## src/hdl/urd_pkg.sv

```systemverilog
`default_nettype none

package urd_pkg;

  localparam int unsigned MAX_FRAME = 64;
  localparam int unsigned FRAME_AW  = $clog2(MAX_FRAME);
  localparam int unsigned LEN_W     = 7;
  localparam int unsigned CFG_IDX_W = 2;
  localparam int unsigned RSP_IDX_W = 3;

  localparam logic [7:0] HDR_REQ  = 8'hAA;
  localparam logic [7:0] HDR_RSP  = 8'h55;
  localparam logic [7:0] RSP_SIZE = 8'h06;
  localparam logic [7:0] RSP_FILL = 8'hFF;
  localparam logic [7:0] CRC_POLY = 8'hD5;
  localparam logic [7:0] CRC_TOP  = 8'h80;

  localparam logic [LEN_W-1:0]     MIN_FRAME    = LEN_W'(5);
  localparam logic [LEN_W-1:0]     LAST_PAY_OFS = LEN_W'(6);
  localparam logic [FRAME_AW-1:0]  PAY_BASE     = FRAME_AW'(4);
  localparam logic [LEN_W-1:0]     CMD_HI_POS   = LEN_W'(2);
  localparam logic [LEN_W-1:0]     CMD_LO_POS   = LEN_W'(3);
  localparam logic [RSP_IDX_W-1:0] RSP_LAST     = RSP_IDX_W'(5);

  localparam logic [CFG_IDX_W-1:0] REG_BAD_LEN = CFG_IDX_W'(0);
  localparam logic [CFG_IDX_W-1:0] REG_BAD_CRC = CFG_IDX_W'(1);

  localparam logic [7:0] BAD_LEN_RST = 8'd1;
  localparam logic [7:0] BAD_CRC_RST = 8'd2;

  typedef enum logic [1:0] {
    PH_HUNT,
    PH_LEN,
    PH_BODY
  } urd_phase_e;

  typedef enum logic [2:0] {
    ST_IDLE,
    ST_ERR,
    ST_RD,
    ST_PAY,
    ST_NULL
  } urd_state_e;

  typedef struct packed {
    logic       mode;
    logic [7:0] rx_byte;
  } urd_in_t;

  typedef struct packed {
    logic       route;
    logic [7:0] command_high;
    logic [7:0] command_low;
    logic [7:0] data_byte;
    logic       data_valid;
    logic       last;
  } urd_out_t;

  typedef struct packed {
    logic                en;
    logic [FRAME_AW-1:0] addr;
    logic [7:0]          data;
  } urd_ram_wr_t;

  typedef struct packed {
    logic                en;
    logic [FRAME_AW-1:0] addr;
  } urd_ram_rd_t;

  // CRC-8, poly 0xD5, MSB first, one byte
  function automatic logic [7:0] crc8_step(input logic [7:0] crc, input logic [7:0] b);
    logic [7:0] c;
    c = crc ^ b;
    for (int i = 0; i < 8; i++) begin
      if ((c & CRC_TOP) != 8'h00) begin
        c = (c << 1) ^ CRC_POLY;
      end else begin
        c = c << 1;
      end
    end
    return c;
  endfunction

  localparam logic [7:0] HDR_CRC = crc8_step(8'h00, HDR_REQ);
  // check over 55 06 FF FF, the fixed part of every response
  localparam logic [7:0] RSP_PRE_CRC =
    crc8_step(crc8_step(crc8_step(crc8_step(8'h00, HDR_RSP), RSP_SIZE), RSP_FILL), RSP_FILL);

endpackage

`default_nettype wire

```

## src/hdl/uart_request_deframer_crc8_top.sv

```systemverilog
// Request deframer for a byte stream from a serial receiver.
// Input channel (in_valid_i/in_ready_o, in_i): one received byte (mode 0) or
// an idle timeout tick (mode 1) per request. Output channel (out_valid_o /
// out_ready_i, out_o): route 0 carries the items of a good request (both
// command bytes plus one payload byte each), route 1 the six bytes of an
// error response 55 06 FF FF code crc. Config channel (cfg_valid_i, always
// ready): index 0 bad-length/timeout code, index 1 bad-check code; other
// indexes are ignored.
// A byte that yields no results leaves the sequencer idle and ready, so bytes
// can arrive back to back. A completing byte, a bad length byte or a timeout
// during a frame hands over to the emitter and the input is held off until
// its last result sits in the output register: response bytes go out at one
// per cycle while the receiver takes them, payload items each need a frame
// store read, then a load. A result passes the state register, for a payload
// the frame store read, then the output register. A stalled receiver simply
// holds the output register and the emitter waits on it.
// Reset: hunting for a header, codes back to 1 and 2, output empty. The frame
// store has no reset; only bytes of the current frame are ever read back.
`default_nettype none

module uart_request_deframer_crc8_top (
  input  logic                              clk_i,
  input  logic                              rst_ni,
  input  logic                              in_valid_i,
  output logic                              in_ready_o,
  input  urd_pkg::urd_in_t                  in_i,
  output logic                              out_valid_o,
  input  logic                              out_ready_i,
  output urd_pkg::urd_out_t                 out_o,
  input  logic                              cfg_valid_i,
  output logic                              cfg_ready_o,
  input  logic [urd_pkg::CFG_IDX_W-1:0]     cfg_index_i,
  input  logic [7:0]                        cfg_data_i
);
  import urd_pkg::*;

  urd_state_e  state_q, state_d;
  urd_phase_e  phase_q, phase_d;
  logic [LEN_W-1:0]     exp_len_q, exp_len_d;
  logic [LEN_W-1:0]     count_q, count_d;
  logic [7:0]           crc_q, crc_d;
  logic [7:0]           bad_len_q, bad_len_d;
  logic [7:0]           bad_crc_q, bad_crc_d;
  logic [7:0]           err_code_q, err_code_d;
  logic [RSP_IDX_W-1:0] err_idx_q, err_idx_d;
  logic [FRAME_AW-1:0]  pay_idx_q, pay_idx_d;
  logic [FRAME_AW-1:0]  pay_last_q, pay_last_d;
  logic [7:0]           cmd_hi_q, cmd_hi_d;
  logic [7:0]           cmd_lo_q, cmd_lo_d;
  logic                 out_valid_q, out_valid_d;
  urd_out_t             out_q, out_d;

  urd_ram_wr_t ram_wr;
  urd_ram_rd_t ram_rd;
  logic [7:0]  ram_rdata;

  logic             in_acc;
  logic             slot_free;
  logic             out_load;
  urd_out_t         out_item;
  logic             err_start;
  logic             pay_start;
  logic             null_start;
  logic             len_ok;
  logic             body_done;
  logic [LEN_W-1:0] count_inc;
  logic [7:0]       rsp_byte;

  urd_frame_ram u_ram (
    .clk_i     (clk_i),
    .wr_i      (ram_wr),
    .rd_i      (ram_rd),
    .rd_data_o (ram_rdata)
  );

  assign in_acc      = in_valid_i && in_ready_o;
  assign slot_free   = !out_valid_q || out_ready_i;
  assign cfg_ready_o = 1'b1;
  assign out_valid_o = out_valid_q;
  assign out_o       = out_q;

  assign count_inc = count_q + LEN_W'(1);
  assign len_ok    = (in_i.rx_byte >= 8'(MIN_FRAME)) && (in_i.rx_byte <= 8'(MAX_FRAME));
  assign body_done = (count_inc == exp_len_q);

  always_comb begin
    case (err_idx_q)
      RSP_IDX_W'(0): rsp_byte = HDR_RSP;
      RSP_IDX_W'(1): rsp_byte = RSP_SIZE;
      RSP_IDX_W'(2): rsp_byte = RSP_FILL;
      RSP_IDX_W'(3): rsp_byte = RSP_FILL;
      RSP_IDX_W'(4): rsp_byte = err_code_q;
      default:       rsp_byte = crc8_step(RSP_PRE_CRC, err_code_q);
    endcase
  end

  // next state
  always_comb begin
    state_d = state_q;
    case (state_q)
      ST_IDLE: begin
        if (err_start) begin
          state_d = ST_ERR;
        end else if (pay_start) begin
          state_d = ST_RD;
        end else if (null_start) begin
          state_d = ST_NULL;
        end
      end
      ST_ERR: begin
        if (slot_free && (err_idx_q == RSP_LAST)) begin
          state_d = ST_IDLE;
        end
      end
      ST_RD: state_d = ST_PAY;
      ST_PAY: begin
        if (slot_free) begin
          state_d = (pay_idx_q == pay_last_q) ? ST_IDLE : ST_RD;
        end
      end
      ST_NULL: begin
        if (slot_free) begin
          state_d = ST_IDLE;
        end
      end
      default: state_d = ST_IDLE;
    endcase
  end

  // outputs of the sequencer
  always_comb begin
    in_ready_o  = 1'b0;
    ram_rd      = '0;
    out_load    = 1'b0;
    out_item    = '0;
    case (state_q)
      ST_IDLE: in_ready_o = 1'b1;
      ST_ERR: begin
        out_load = slot_free;
        out_item = '{route: 1'b1, command_high: 8'h00, command_low: 8'h00,
                     data_byte: rsp_byte, data_valid: 1'b1,
                     last: (err_idx_q == RSP_LAST)};
      end
      ST_RD: begin
        ram_rd.en   = 1'b1;
        ram_rd.addr = PAY_BASE + pay_idx_q;
      end
      ST_PAY: begin
        out_load = slot_free;
        out_item = '{route: 1'b0, command_high: cmd_hi_q, command_low: cmd_lo_q,
                     data_byte: ram_rdata, data_valid: 1'b1,
                     last: (pay_idx_q == pay_last_q)};
      end
      ST_NULL: begin
        out_load = slot_free;
        out_item = '{route: 1'b0, command_high: cmd_hi_q, command_low: cmd_lo_q,
                     data_byte: 8'h00, data_valid: 1'b0, last: 1'b1};
      end
      default: ;
    endcase
  end

  // frame parser and counters
  always_comb begin
    phase_d    = phase_q;
    exp_len_d  = exp_len_q;
    count_d    = count_q;
    crc_d      = crc_q;
    bad_len_d  = bad_len_q;
    bad_crc_d  = bad_crc_q;
    err_code_d = err_code_q;
    err_idx_d  = err_idx_q;
    pay_idx_d  = pay_idx_q;
    pay_last_d = pay_last_q;
    cmd_hi_d   = cmd_hi_q;
    cmd_lo_d   = cmd_lo_q;
    err_start  = 1'b0;
    pay_start  = 1'b0;
    null_start = 1'b0;
    ram_wr     = '{en: 1'b0, addr: count_q[FRAME_AW-1:0], data: in_i.rx_byte};

    if (cfg_valid_i) begin
      case (cfg_index_i)
        REG_BAD_LEN: bad_len_d = cfg_data_i;
        REG_BAD_CRC: bad_crc_d = cfg_data_i;
        default: ;
      endcase
    end

    if (in_acc) begin
      if (in_i.mode) begin
        // timeout drops a held header or partial frame
        if ((phase_q == PH_LEN) || (phase_q == PH_BODY)) begin
          phase_d    = PH_HUNT;
          count_d    = '0;
          exp_len_d  = '0;
          crc_d      = 8'h00;
          err_start  = 1'b1;
          err_code_d = bad_len_q;
        end
      end else begin
        case (phase_q)
          PH_LEN: begin
            if (!len_ok) begin
              err_start  = 1'b1;
              err_code_d = bad_len_q;
              if (in_i.rx_byte == HDR_REQ) begin
                phase_d   = PH_LEN;
                crc_d     = HDR_CRC;
                count_d   = LEN_W'(1);
                exp_len_d = '0;
              end else begin
                phase_d   = PH_HUNT;
                crc_d     = 8'h00;
                count_d   = '0;
                exp_len_d = '0;
              end
            end else begin
              phase_d   = PH_BODY;
              crc_d     = crc8_step(crc_q, in_i.rx_byte);
              exp_len_d = in_i.rx_byte[LEN_W-1:0];
              count_d   = LEN_W'(2);
            end
          end
          PH_BODY: begin
            ram_wr.en = 1'b1;
            if (count_q == CMD_HI_POS) begin
              cmd_hi_d = in_i.rx_byte;
            end
            if (count_q == CMD_LO_POS) begin
              cmd_lo_d = in_i.rx_byte;
            end
            if (!body_done) begin
              crc_d   = crc8_step(crc_q, in_i.rx_byte);
              count_d = count_inc;
            end else begin
              phase_d   = PH_HUNT;
              crc_d     = 8'h00;
              count_d   = '0;
              exp_len_d = '0;
              if (crc_q != in_i.rx_byte) begin
                err_start  = 1'b1;
                err_code_d = bad_crc_q;
              end else if (exp_len_q == MIN_FRAME) begin
                null_start = 1'b1;
              end else begin
                pay_start  = 1'b1;
                pay_idx_d  = '0;
                pay_last_d = FRAME_AW'(exp_len_q - LAST_PAY_OFS);
              end
            end
          end
          default: begin
            // hunting; the unused phase code behaves the same
            if (in_i.rx_byte == HDR_REQ) begin
              phase_d   = PH_LEN;
              crc_d     = HDR_CRC;
              count_d   = LEN_W'(1);
              exp_len_d = '0;
            end
          end
        endcase
      end
    end

    if (err_start) begin
      err_idx_d = '0;
    end else if ((state_q == ST_ERR) && slot_free) begin
      err_idx_d = err_idx_q + RSP_IDX_W'(1);
    end

    if ((state_q == ST_PAY) && slot_free) begin
      pay_idx_d = pay_idx_q + FRAME_AW'(1);
    end
  end

  // output register
  always_comb begin
    out_valid_d = out_valid_q;
    out_d       = out_q;
    if (out_load) begin
      out_valid_d = 1'b1;
      out_d       = out_item;
    end else if (out_ready_i) begin
      out_valid_d = 1'b0;
    end
  end

  always_ff @(posedge clk_i or negedge rst_ni) begin
    if (!rst_ni) begin
      state_q     <= ST_IDLE;
      phase_q     <= PH_HUNT;
      exp_len_q   <= '0;
      count_q     <= '0;
      crc_q       <= 8'h00;
      bad_len_q   <= BAD_LEN_RST;
      bad_crc_q   <= BAD_CRC_RST;
      err_idx_q   <= '0;
      pay_idx_q   <= '0;
      out_valid_q <= 1'b0;
    end else begin
      state_q     <= state_d;
      phase_q     <= phase_d;
      exp_len_q   <= exp_len_d;
      count_q     <= count_d;
      crc_q       <= crc_d;
      bad_len_q   <= bad_len_d;
      bad_crc_q   <= bad_crc_d;
      err_idx_q   <= err_idx_d;
      pay_idx_q   <= pay_idx_d;
      out_valid_q <= out_valid_d;
    end
  end

  always_ff @(posedge clk_i) begin
    err_code_q <= err_code_d;
    pay_last_q <= pay_last_d;
    cmd_hi_q   <= cmd_hi_d;
    cmd_lo_q   <= cmd_lo_d;
    out_q      <= out_d;
  end

endmodule

`default_nettype wire

```

## src/hdl/urd_frame_ram.sv

```systemverilog
`default_nettype none

module urd_frame_ram (
  input  logic                 clk_i,
  input  urd_pkg::urd_ram_wr_t wr_i,
  input  urd_pkg::urd_ram_rd_t rd_i,
  output logic [7:0]           rd_data_o
);
  import urd_pkg::*;

  logic [7:0] mem [MAX_FRAME];
  logic [7:0] rd_data_q;

  always_ff @(posedge clk_i) begin
    if (wr_i.en) begin
      mem[wr_i.addr] <= wr_i.data;
    end
  end

  always_ff @(posedge clk_i) begin
    if (rd_i.en) begin
      rd_data_q <= mem[rd_i.addr];
    end
  end

  assign rd_data_o = rd_data_q;

endmodule

`default_nettype wire

```

## config.mk

```make
export PLATFORM = sky130hd
export DESIGN_NAME = uart_request_deframer_crc8_top
export DESIGN_NICKNAME = d
export VERILOG_FILES = /design/src/hdl/urd_pkg.sv /design/src/hdl/uart_request_deframer_crc8_top.sv /design/src/hdl/urd_frame_ram.sv
export SDC_FILE = /design/constraint.sdc
export NUM_CORES = 1
export LEC_CHECK = 0
export ABC_CLOCK_PERIOD_IN_PS = 5700
export BUFFER_PORTS_ARGS = -buffer_cell sky130_fd_sc_hd__clkbuf_2
export CAP_MARGIN = 30
export CORE_MARGIN = 5
export CORE_UTILIZATION = 65
export DETAILED_ROUTE_END_ITERATION = 7
export PLACE_DENSITY = 0.86
export SYNTH_ARGS = -nofsm -noshare
export SYNTH_HDL_FRONTEND = slang
export SYNTH_SLANG_ARGS = --single-unit
```

## constraint.sdc

```tcl
create_clock -name clk_i -period 5.7 [get_ports clk_i]
set_clock_uncertainty 0.05 [all_clocks]
set_input_delay 0.285 -clock clk_i [delete_from_list [all_inputs] [get_ports clk_i]]
set_output_delay 0.285 -clock clk_i [all_outputs]
set_load 0.05 [all_outputs]
```

## Word-level counts from Yosys, hierarchy flattened

Memories as Yosys holds them, arrays and structs flattened. A register that Yosys moved wholly into a read port is not among the register bits.
Cells that the tools add are included.

| storage, ports and cells | value |
|---|---|
| register bits after elaboration | 110 |
| latch bits | 0 |
| memory bits (writable) | 512 |
| memory bits (read-only) | 0 |
| output and inout port bits | 30 |
| word-level logic and storage cells | 283 |
| memories kept | 1 |

Memory list:

| memory | words | bits a word | rd ports | clocked after memory_dff | write ports | line | RTL |
|---|---|---|---|---|---|---|---|
| u_ram.mem | 64 | 8 | 1 | 1 | 1 | urd_frame_ram.sv:11 | `logic [7:0] mem [MAX_FRAME];` |

| operators by class | value |
|---|---|
| $add $sub $neg | 5 |
| $mul | 0 |
| divide/modulo/power cells | 0 |
| $lt $le $gt $ge | 2 |
| equality and inequality tests | 30 |
| shift operators | 0 |
| muxes and demuxes | 166 |
| bitwise gates (word level) | 28 |
| reduce and logical (&&, ||, !) cells | 31 |

Operators with widths:

| operator | count |
|---|---|
| 8-bit 2-to-1 mux | 96 |
| 5-bit NOT | 23 |
| 27-bit one-hot mux with 3 select lines | 1 |
| 7-bit 2-to-1 mux | 10 |
| 6-bit 2-to-1 mux | 7 |
| 8-bit one-hot mux with 2 select lines | 2 |
| 8-bit one-hot mux with 4 select lines | 1 |
| 1-bit 2-to-1 mux | 29 |
| 7-bit one-hot mux with 2 select lines | 2 |
| 3-bit 2-to-1 mux | 8 |
| 6-bit AND reduction | 3 |
| 4-bit AND reduction | 4 |
| 3-bit one-hot mux with 5 select lines | 1 |
| 7-bit by 2-bit equality test with 1-bit output (second input constant) | 2 |
| 3-bit by 2-bit equality test with 1-bit output (second input constant) | 4 |
| 2-bit 2-to-1 mux | 6 |
| 2-bit nonzero test | 5 |
| 3-bit equality test (second input constant) | 3 |
| 8-bit equality test (second input constant) | 1 |
| 8-bit by 3-bit greater-or-equal comparator with 1-bit output (second input constant) | 1 |
| 8-bit by 7-bit less-or-equal comparator with 1-bit output (second input constant) | 1 |
| 2-bit by 1-bit != test with 1-bit output (second input constant) | 4 |
| 8-bit != test | 1 |
| 8-bit bitwise XOR | 1 |
| other kinds (32) | 46 |

## Longest topological paths before layout

Gate-level depths: netlist of run 1.

| depth | value |
|---|---|
| depth in word-level cells | 48 |
| mapped depth | 11 |
| gate-level depth less buffers | 9 |

## Hierarchy

A second synthesis of run 1 with hierarchy kept.

| second synthesis, totals | value |
|---|---|
| cell total of the unflattened synthesis | 1457 |
| area, all modules | 25932.4 um^2 |

By module, submodules not included:

| module | instances | cells an instance | area an instance (um^2) | seq. area each (um^2) |
|---|---|---|---|---|
| urd_frame_ram | 1 | 972 | 20270.7 | 15615.0 |
| uart_request_deframer_crc8_top | 1 | 485 | 5661.7 | 3040.4 |

## Worst setup path before layout of run 1

OpenSTA, ideal clock, no wires.

| timing path | value |
|---|---|
| path type | reg-to-reg |
| start | register count_q[0] |
| end | register err_code_q[0] (enable) |
| setup time | 0.385 ns |
| data arrival time | 2.639 ns |
| required time | 5.265 ns |
| slack | 2.626 ns |
| cell stages (with the launch flop) | 10 |
| path through | dfrtp_1 -> buf_2 -> inv_1 -> ha_1 -> xor2_1 -> o211ai_1 -> a311o_1 -> nor3_4 -> o221ai_1 -> nor3b_1 |

| between the ends | value |
|---|---|
| word-level cells in the longest chain between the ends | 4 |

RTL lines:

| item | line | RTL |
|---|---|---|
| start, declared | uart_request_deframer_crc8_top.sv:40 | `logic [LEN_W-1:0] count_q, count_d;` |
| start signal, assigned | uart_request_deframer_crc8_top.sv:305 | `count_q <= count_d;` |
| 7-bit by 1-bit adder with 7-bit output | uart_request_deframer_crc8_top.sv:82 | `assign count_inc = count_q + LEN_W'(1);` |
| 7-bit equality test | uart_request_deframer_crc8_top.sv:84 | `assign body_done = (count_inc == exp_len_q);` |
| 3-bit != test (no line) | n/a |  |
| 6-bit AND reduction (no line) | n/a |  |
| end signal, assigned | uart_request_deframer_crc8_top.sv:316 | `err_code_q <= err_code_d;` |
| end, declared | uart_request_deframer_crc8_top.sv:44 | `logic [7:0] err_code_q, err_code_d;` |

Every way passes these cells.
A chain may end at the register's enable or synchronous reset.

## Final worst setup path of run 1

| timing path | value |
|---|---|
| start | register state_q[1] |
| end | register u_ram.rd_data_q[5] (netlist: u_ram.rd_data_o[5]), read port of u_ram.mem (data pin) |

| between the ends | value |
|---|---|
| word-level cells in the longest chain between the ends | 2 |

RTL lines:

| item | line | RTL |
|---|---|---|
| start, declared | uart_request_deframer_crc8_top.sv:37 | `urd_state_e state_q, state_d;` |
| start signal, assigned | uart_request_deframer_crc8_top.sv:302 | `state_q <= state_d;` |
| 3-bit by 2-bit equality test with 1-bit output | uart_request_deframer_crc8_top.sv:136 | `case (state_q)` |
| 7-bit 2-to-1 mux | uart_request_deframer_crc8_top.sv:136 |  |
| end, declared | urd_frame_ram.sv:12 | `logic [7:0] rd_data_q;` |

Every way passes these cells.

==> results of run 1 <==
[what timing repair did]
item / CTS / global route
gates resized for setup: 0 / 0
setup endpoints to repair: 0 / 0
hold endpoints to repair: 68 / 0
hold buffers: 10 / 0
setup buffers: 0 / 0
[per-layer routing]
layer | global-route usage | wire (um)
met2 | 0.485 | 32800
met3 | 0.0602 | 7200
met5 | 0 | 0
met1 | 0.410 | 24600
met4 | 0.112 | 2920
[registers in the layout, summed over array words and instances (netlist names)]
name	flops
u_ram.mem	512
out_valid_o	1
bad_crc_q	8
u_ram.rd_data_o	8
exp_len_q	7
crc_q	8
pay_last_q	6
bad_len_q	8
err_idx_q	3
err_code_q	8
pay_idx_q	6
phase_q	2
out_o	27
count_q	7
cmd_hi_q	8
state_q	3
cmd_lo_q	8
[cells by family (layout without fill, tap and decap cells)]
logic type,after synthesis,count (layout),share of synthesized area
buffers and inverters,141,223,0.0229
xor gates and xnor gates,58,58,0.0203
and+or+nand+nor,708,708,0.126
DFF,630,630,0.707
muxes,76,76,0.0420
AOI/OAI and AO/OA,300,300,0.0754
adders and majority gates,13,13,0.00616
other,1,1,0.000142
[power by group through the flow]
stage | logic (mW) | clock network (mW) | registers, mW
3_5_place_dp | 0.279 | 0 | 5.19
4_1_cts | 0.287 | 3.98 | 5.09
3_3_place_gp | 0.267 | 0 | 5.18
2_1_floorplan | 0.146 | 0 | 5.18
5_1_grt | 0.312 | 4.17 | 5.09
6_report | 0.291 | 3.98 | 5.09
[path summary, 6_finish.rpt]
kind / startpoint / end / slack, ps / cells past startpoint
worst max-delay path: state_q[1] / u_ram.rd_data_o[5] / 1110 / 10
worst min-delay path: in_i[4] / exp_len_q[4] / 40 / 3
worst max register to register: state_q[1] / u_ram.rd_data_o[5] / 1110 / 10
worst min register to register: bad_len_q[6] / bad_len_q[6] / 460 / 1
max in group asynchronous: rst_ni / pay_idx_q[0] / 4760 / 3
min in group asynchronous: rst_ni / pay_idx_q[2] / 310 / 3
[placed cells by master (no fill, tap or decap), types with 8 or more instances in the layout]
cell type,count
nor2_1,112
mux4_2,25
clkinv_2,9
edfxtp_1,577
clkinv_1,10
mux2i_1,23
o22ai_1,26
nor2b_1,34
o21ai_1,9
o311a_1,8
a311oi_1,9
nand2_1,295
clkbuf_2,52
and2_1,18
mux2_2,28
inv_1,22
and3_1,11
dfrtp_1,49
o31ai_1,9
o221ai_1,19
o21ai_0,69
ha_1,13
a31oi_1,15
nor3_1,10
clkbuf_16,60
dlygate4sd3_1,10
xor2_1,22
a21oi_1,48
a211oi_1,61
xnor2_1,33
nand3_1,135
nand3b_1,9
nand2b_1,23
nor4_1,19
buf_4,28
[worst min-delay path, delay by kind of cell]
| family | cells | cell delay (ps) |
|---|---|---|
| buffers and inverters | 2 | 280 |
| AO/OA/AOI/OAI | 1 | 70 |
[cell type report]
type | count | share of cell area
well taps | 525 | 0.0225
inverters | 23 | 0.00296
clock buffers | 68 | 0.0535
multi-input cells | 1156 | 0.246
clock inverters | 38 | 0.0136
flip-flops and latches | 630 | 0.640
repair buffers | 94 | 0.0211
[metrics by stage]
step | power, mW | setup WS (ps) | util | area, sq um
4_1_cts | 9.36 | 1320 | 0.730 | 29200
3_3_place_gp | 5.45 | 1420 | 0.678 | 27100
3_5_place_dp | 5.46 | 1340 | 0.679 | 27100
2_1_floorplan | 5.33 | 2630 | - | 26400
6_report | 9.36 | 1110 | 0.731 | 29200
5_1_grt | 9.57 | 923 | 0.731 | 29200
==> results.ini, run 1 <==
[run_status]
status=complete, no violations

[setup_path]
path_class=reg -> reg
path_delay_family=simple AND/OR/NAND/NOR gates
cpMostUsedCell=nand3_1
crit_path_cell_trace=inv_1 -> or3_4 -> inv_2 -> and2_1 -> buf_4 -> nand3_1 -> nand3_1 -> a21oi_1 -> a211oi_1 -> nor4_1
cp_slowest_cell=dfrtp_1
endpoint_kind=flip-flop
path_max_fanout=32
crit_buf_inv=3
worst_path_largest_cell_delay_ps=760
startpoint_type=flip-flop
arrival_ps=4880
required_ps=5990

[power_and_ir_drop]
power_density_mw_per_mm2=321
pwr-share-comb=0.031
clockPowerShare=0.425
ir_drop_uv=266
switching_share=0.204
p_sw_mw=1.91
p_int_mw=7.45
power.share.sequential=0.544
leakage_nw=9.72

[placed_design]
dpl.hpwl_um=41800
dp_cells=2417
place.gp.congestion=0.978
io_buffers=52

[floorplan]
die-area_sq_mm=0.0447
fp.dieW_um=212
rows=73
coreArea_sq_mm=0.0399
pin_count=54
dieHeight_um=212
start_util=0.661

[clocking]
cts_tree=built
cts-htree-levels=2
cts_buffers=59
clkTransAtPathRegs_ps=70
clock_latency_ps=610
cts.path.max_buffers=3
cts_sinks=630
clockRootBuffer=clkbuf_16

[synthesis]
synth.most_common_cell=edfxtp_1
yosysTopAreaCell=edfxtp_1
synth_edf_count=577
synthFlopType=edfxtp_1
async_flop_share=0.0841
netlist.area_leader.share=0.656
syn_area_sq_mm=0.0264
synth_cells=1927
ys_top_cells_by_area=edfxtp_1 66%, dfrtp_1 4.8%, nand2_1 4.2%
yosysUniqueCellTypes=74
ys_warn_count=0
seq_area_frac_synth=0.707
synthTopCellsByCount=577 x edfxtp_1, 295 x nand2_1, 135 x nand3_1
ys_ff_latch=630
avgSynthCellArea_sq_um=13.7
syn_nets=1964

[timing]
setup_viol=0
period_share=0.806
max_freq_ghz=0.218
maxSlewHeadroom=0.290
hold_viol=0
rsz0062_at_grt=no
final.setup.tns_ps=0
fin_crit_ps=4590
holdWs_ps=36.5
worstMarginPinSlew_ps=1060
maxSlewViolCount=0

[detailed_routing]
wl_per_cell_um=26.6
num_vias=17138
drc=0
via_per_inst=6.76
ant_nets=0
first_pass_iters=6
wl_um=67500
drtIter0Drc=2628

[global_routing]
grt_pass1_wl_um=102000
grt_pass1_vias=16788
grt_max_degree=78
overflow=0
antenna_found_initial=0
grt_use_total=0.300

[cells_and_area]
num_antenna_cells=0
areaGrowthSynthToFinish_pct=10.5
drive_gt1_frac=0.127
final_nets=2001
multiInputGateArea_sq_mm=0.00718
finalNonFillerCells=2534
area.sequential_sq_mm=0.0187
fillers=2328

[min_path]
hold_path.class=in -> reg

[job]
maxCapViolCount=0

Note: power is estimated with default switching activity, not from simulation.
==> run 2, diff against run 1 <==
--- a/config.mk
+++ b/config.mk
@@ -5,13 +5,13 @@
 export SDC_FILE = /design/constraint.sdc
 export NUM_CORES = 1
 export LEC_CHECK = 0
-export ABC_CLOCK_PERIOD_IN_PS = 5700
+export ABC_CLOCK_PERIOD_IN_PS = 4420
 export BUFFER_PORTS_ARGS = -buffer_cell sky130_fd_sc_hd__clkbuf_2
 export CAP_MARGIN = 30
 export CORE_MARGIN = 5
-export CORE_UTILIZATION = 65
+export CORE_UTILIZATION = 62
 export DETAILED_ROUTE_END_ITERATION = 7
-export PLACE_DENSITY = 0.86
+export PLACE_DENSITY = 0.83
 export SYNTH_ARGS = -nofsm -noshare
 export SYNTH_HDL_FRONTEND = slang
 export SYNTH_SLANG_ARGS = --single-unit
==> constraint.sdc (replaced) <==
create_clock -name clk_i -period 4.42 [get_ports clk_i]
set_clock_uncertainty 0.05 [all_clocks]
set_input_delay 0.221 -clock clk_i [delete_from_list [all_inputs] [get_ports clk_i]]
set_output_delay 0.221 -clock clk_i [all_outputs]
set_load 0.05 [all_outputs]
==> run 2 against run 1 <==
Against the previous run:
- the flow now finishes with violations (design-rule violations)
- die area grew 4.6%
- global-route usage shrank 2.0 points
- largest cell class unchanged
- sequential share of layout area shrank 0.26 points
- final cell count grew 1.1%
- sequential power grew 29%
- highest routed layer is now met5
- critical endpoint is now u_ram.rd_data_o[0]
- flip-flop and latch count is the same
- power grew 27%
- via count shrank 0.53%
==> results.ini, run 2 (synthesized netlist as in run 1, its figures left out) <==
[floorplan]
rows=75  ; was 73
pin_count=54  ; unchanged
coreArea_sq_mm=0.0420  ; was 0.0399 sq mm
fp.dieW_um=216  ; was 212 um
die-area_sq_mm=0.0468  ; was 0.0447 sq mm
start_util=0.628  ; was 0.661
dieHeight_um=216  ; was 212 um

[global_routing]
use_met1=0.379  ; was 0.410
grt_use_total=0.279  ; was 0.300
grt_pass1_wl_um=99600  ; was 102000 um
overflow=0  ; unchanged
grt_pass1_vias=16578  ; was 16788
met2_usage=0.441  ; was 0.485
grt_max_degree=95  ; was 78
grt-busiest-layer=met2  ; unchanged
grt_use_met3=0.0574  ; was 0.0602
antenna_found_initial=2  ; was 0

[clocking]
clockRootBuffer=clkbuf_16  ; unchanged
cts_sinks=630  ; unchanged
cts.path.max_buffers=3  ; unchanged
clock_latency_ps=620  ; was 610 ps
cts-htree-levels=2  ; unchanged
clkTransAtPathRegs_ps=70  ; about the same
cts_buffers=58  ; was 59
cts_tree=built  ; unchanged

[setup_path]
worst_path_largest_cell_delay_ps=520  ; was 760 ps
cp_slowest_cell=nor4b_1  ; was dfrtp_1
ff2ff_path_depth=10  ; unchanged
arrival_ps=3890  ; was 4880 ps
path_class=reg -> reg  ; unchanged
path_delay_family=simple AND/OR/NAND/NOR gates  ; unchanged
crit_path_cell_trace=buf_4 -> inv_1 -> or3_4 -> inv_2 -> buf_4 -> nand2_1 -> nand2_1 -> a211oi_1 -> nor4b_1 -> nor4_1  ; was inv_1 -> or3_4 -> inv_2 -> and2_1 -> buf_4 -> nand3_1 -> nand3_1 -> a21oi_1 -> a211oi_1 -> nor4_1
cp-startpoint=state_q[1]  ; unchanged
cp.depth=10  ; unchanged
reg2reg_from=state_q[1]  ; unchanged
crit_buf_inv=4  ; was 3
r2r_slack_ps=820  ; was 1110 ps
startpoint_type=flip-flop  ; unchanged
endpoint_kind=flip-flop  ; unchanged
crit_end=u_ram.rd_data_o[0]  ; was u_ram.rd_data_o[5]
regToRegEndpoint=u_ram.rd_data_o[0]  ; was u_ram.rd_data_o[5]
path_max_fanout=21  ; was 32
required_ps=4720  ; was 5990 ps

[min_path]
hp-start=in_i[0]  ; was in_i[4]
hold_path.class=in -> reg  ; unchanged

[timing]
worst_slack_ps=825  ; was 1110 ps
final.setup.tns_ps=0  ; unchanged
worstMarginPinSlew_ps=980  ; was 1060 ps
max_freq_ghz=0.278  ; was 0.218 GHz
period_share=0.813  ; was 0.806
fin_crit_ps=3600  ; was 4590 ps
maxSlewHeadroom=0.344  ; was 0.290
rsz0062_at_grt=no  ; unchanged
hold_viol=0  ; unchanged
maxSlewViolCount=0  ; unchanged
setup_viol=0  ; unchanged

[placed_design]
place.gp.congestion=0.992  ; was 0.978
io_buffers=52  ; unchanged
post-place-ws_ps=963  ; was 1340 ps
dpl.hpwl_um=40300  ; was 41800 um

[detailed_routing]
ant_nets=0  ; unchanged
drc=7  ; was 0
first_pass_iters=8  ; was 6
drtIter0Drc=2628  ; unchanged
wl_um=65800  ; was 67500 um
wl_per_cell_um=25.7  ; was 26.6 um
via_per_inst=6.65  ; was 6.76
num_vias=17047  ; was 17138

[power_and_ir_drop]
leakage_nw=9.78  ; was 9.72 nW
ir_drop_uv=308  ; was 266 uV
power_density_mw_per_mm2=407  ; was 321 mW/mm^2

[cells_and_area]
area.sequential_sq_mm=0.0187  ; unchanged
final_common_cell=edfxtp_1  ; unchanged
final_nets=2014  ; was 2001
drive_gt1_frac=0.128  ; was 0.127
areaGrowthSynthToFinish_pct=10.9  ; was 10.5%
num_antenna_cells=0  ; unchanged
largest_reg_flops=512  ; unchanged
multiInputGateArea_sq_mm=0.00718  ; unchanged
regMostFlops=u_ram.mem  ; unchanged
layout_common_cells=577 x edfxtp_1, 295 x nand2_1, 135 x nand3_1  ; unchanged
fillers=2652  ; was 2328

[run_status]
violations=design-rule violations
status=complete, but fails checks  ; was complete, no violations

[job]
maxCapViolCount=0  ; unchanged

run 2: worst min path at each step:
| stage | end | slack [ps] | cells past startpoint |
|---|---|---|---|
| floorplan | bad_crc_q[0] | -120 | 0 |
| global placement | bad_len_q[7] | 340 | 2 |
| detailed placement | bad_len_q[7] | 350 | 2 |
| CTS | phase_q[0] | 10 | 3 |
| global route | u_ram.mem[56][6] | 50 | 1 |
| finish | phase_q[0] | 30 | 3 |
run 2: repair_timing:
action / CTS / global route
buffers inserted: 0 / 0
resized for setup: 0 / 0
hold endpoints to repair: 75 / 0
hold buffers: 15 / 0
run 2: report_power, final:
group	switching [mW]	internal, mW	total [mW]
combinational	0.242	0.128	0.370
clock	2.13	2.86	5.00
sequential	0.0234	6.54	6.56
run 2: layer usage:
layer | up-vias | part of all wire | wire [um]
met2 | 1134 | 0.47 | 31100
li1 | 7337 | - | -
met3 | 247 | 0.11 | 7060
met5 | - | 0.00011 | 7
met1 | 8327 | 0.37 | 24100
met4 | 2 | 0.054 | 3570
run 2: tightest hold or removal path: stages:
cell,delay [ps]
clkbuf_2,140
nor4_1,80
a32o_1,210
run 2: final cells by class:
class | count | area share
repair buffers | 108 | 0.0266
clock inverters | 33 | 0.0111
inverters | 23 | 0.00295
multi-input cells | 1156 | 0.245
well taps | 539 | 0.0230
flip-flops and latches | 630 | 0.637
clock buffers | 73 | 0.0537
run 2: stage by stage:
stage               std cells  utilization  power, mW  hold WS, ps  area [sq um]
finish                   2562        0.696       11.9         29.9         29300
global route             2562        0.696       12.3         47.3         29300
CTS                      2560        0.696       11.9         11.3         29300
detailed placement       2439        0.647       7.04          349         27200
global placement         2438        0.647       7.02          341         27200
floorplan                1927            -       6.87         -125         26400
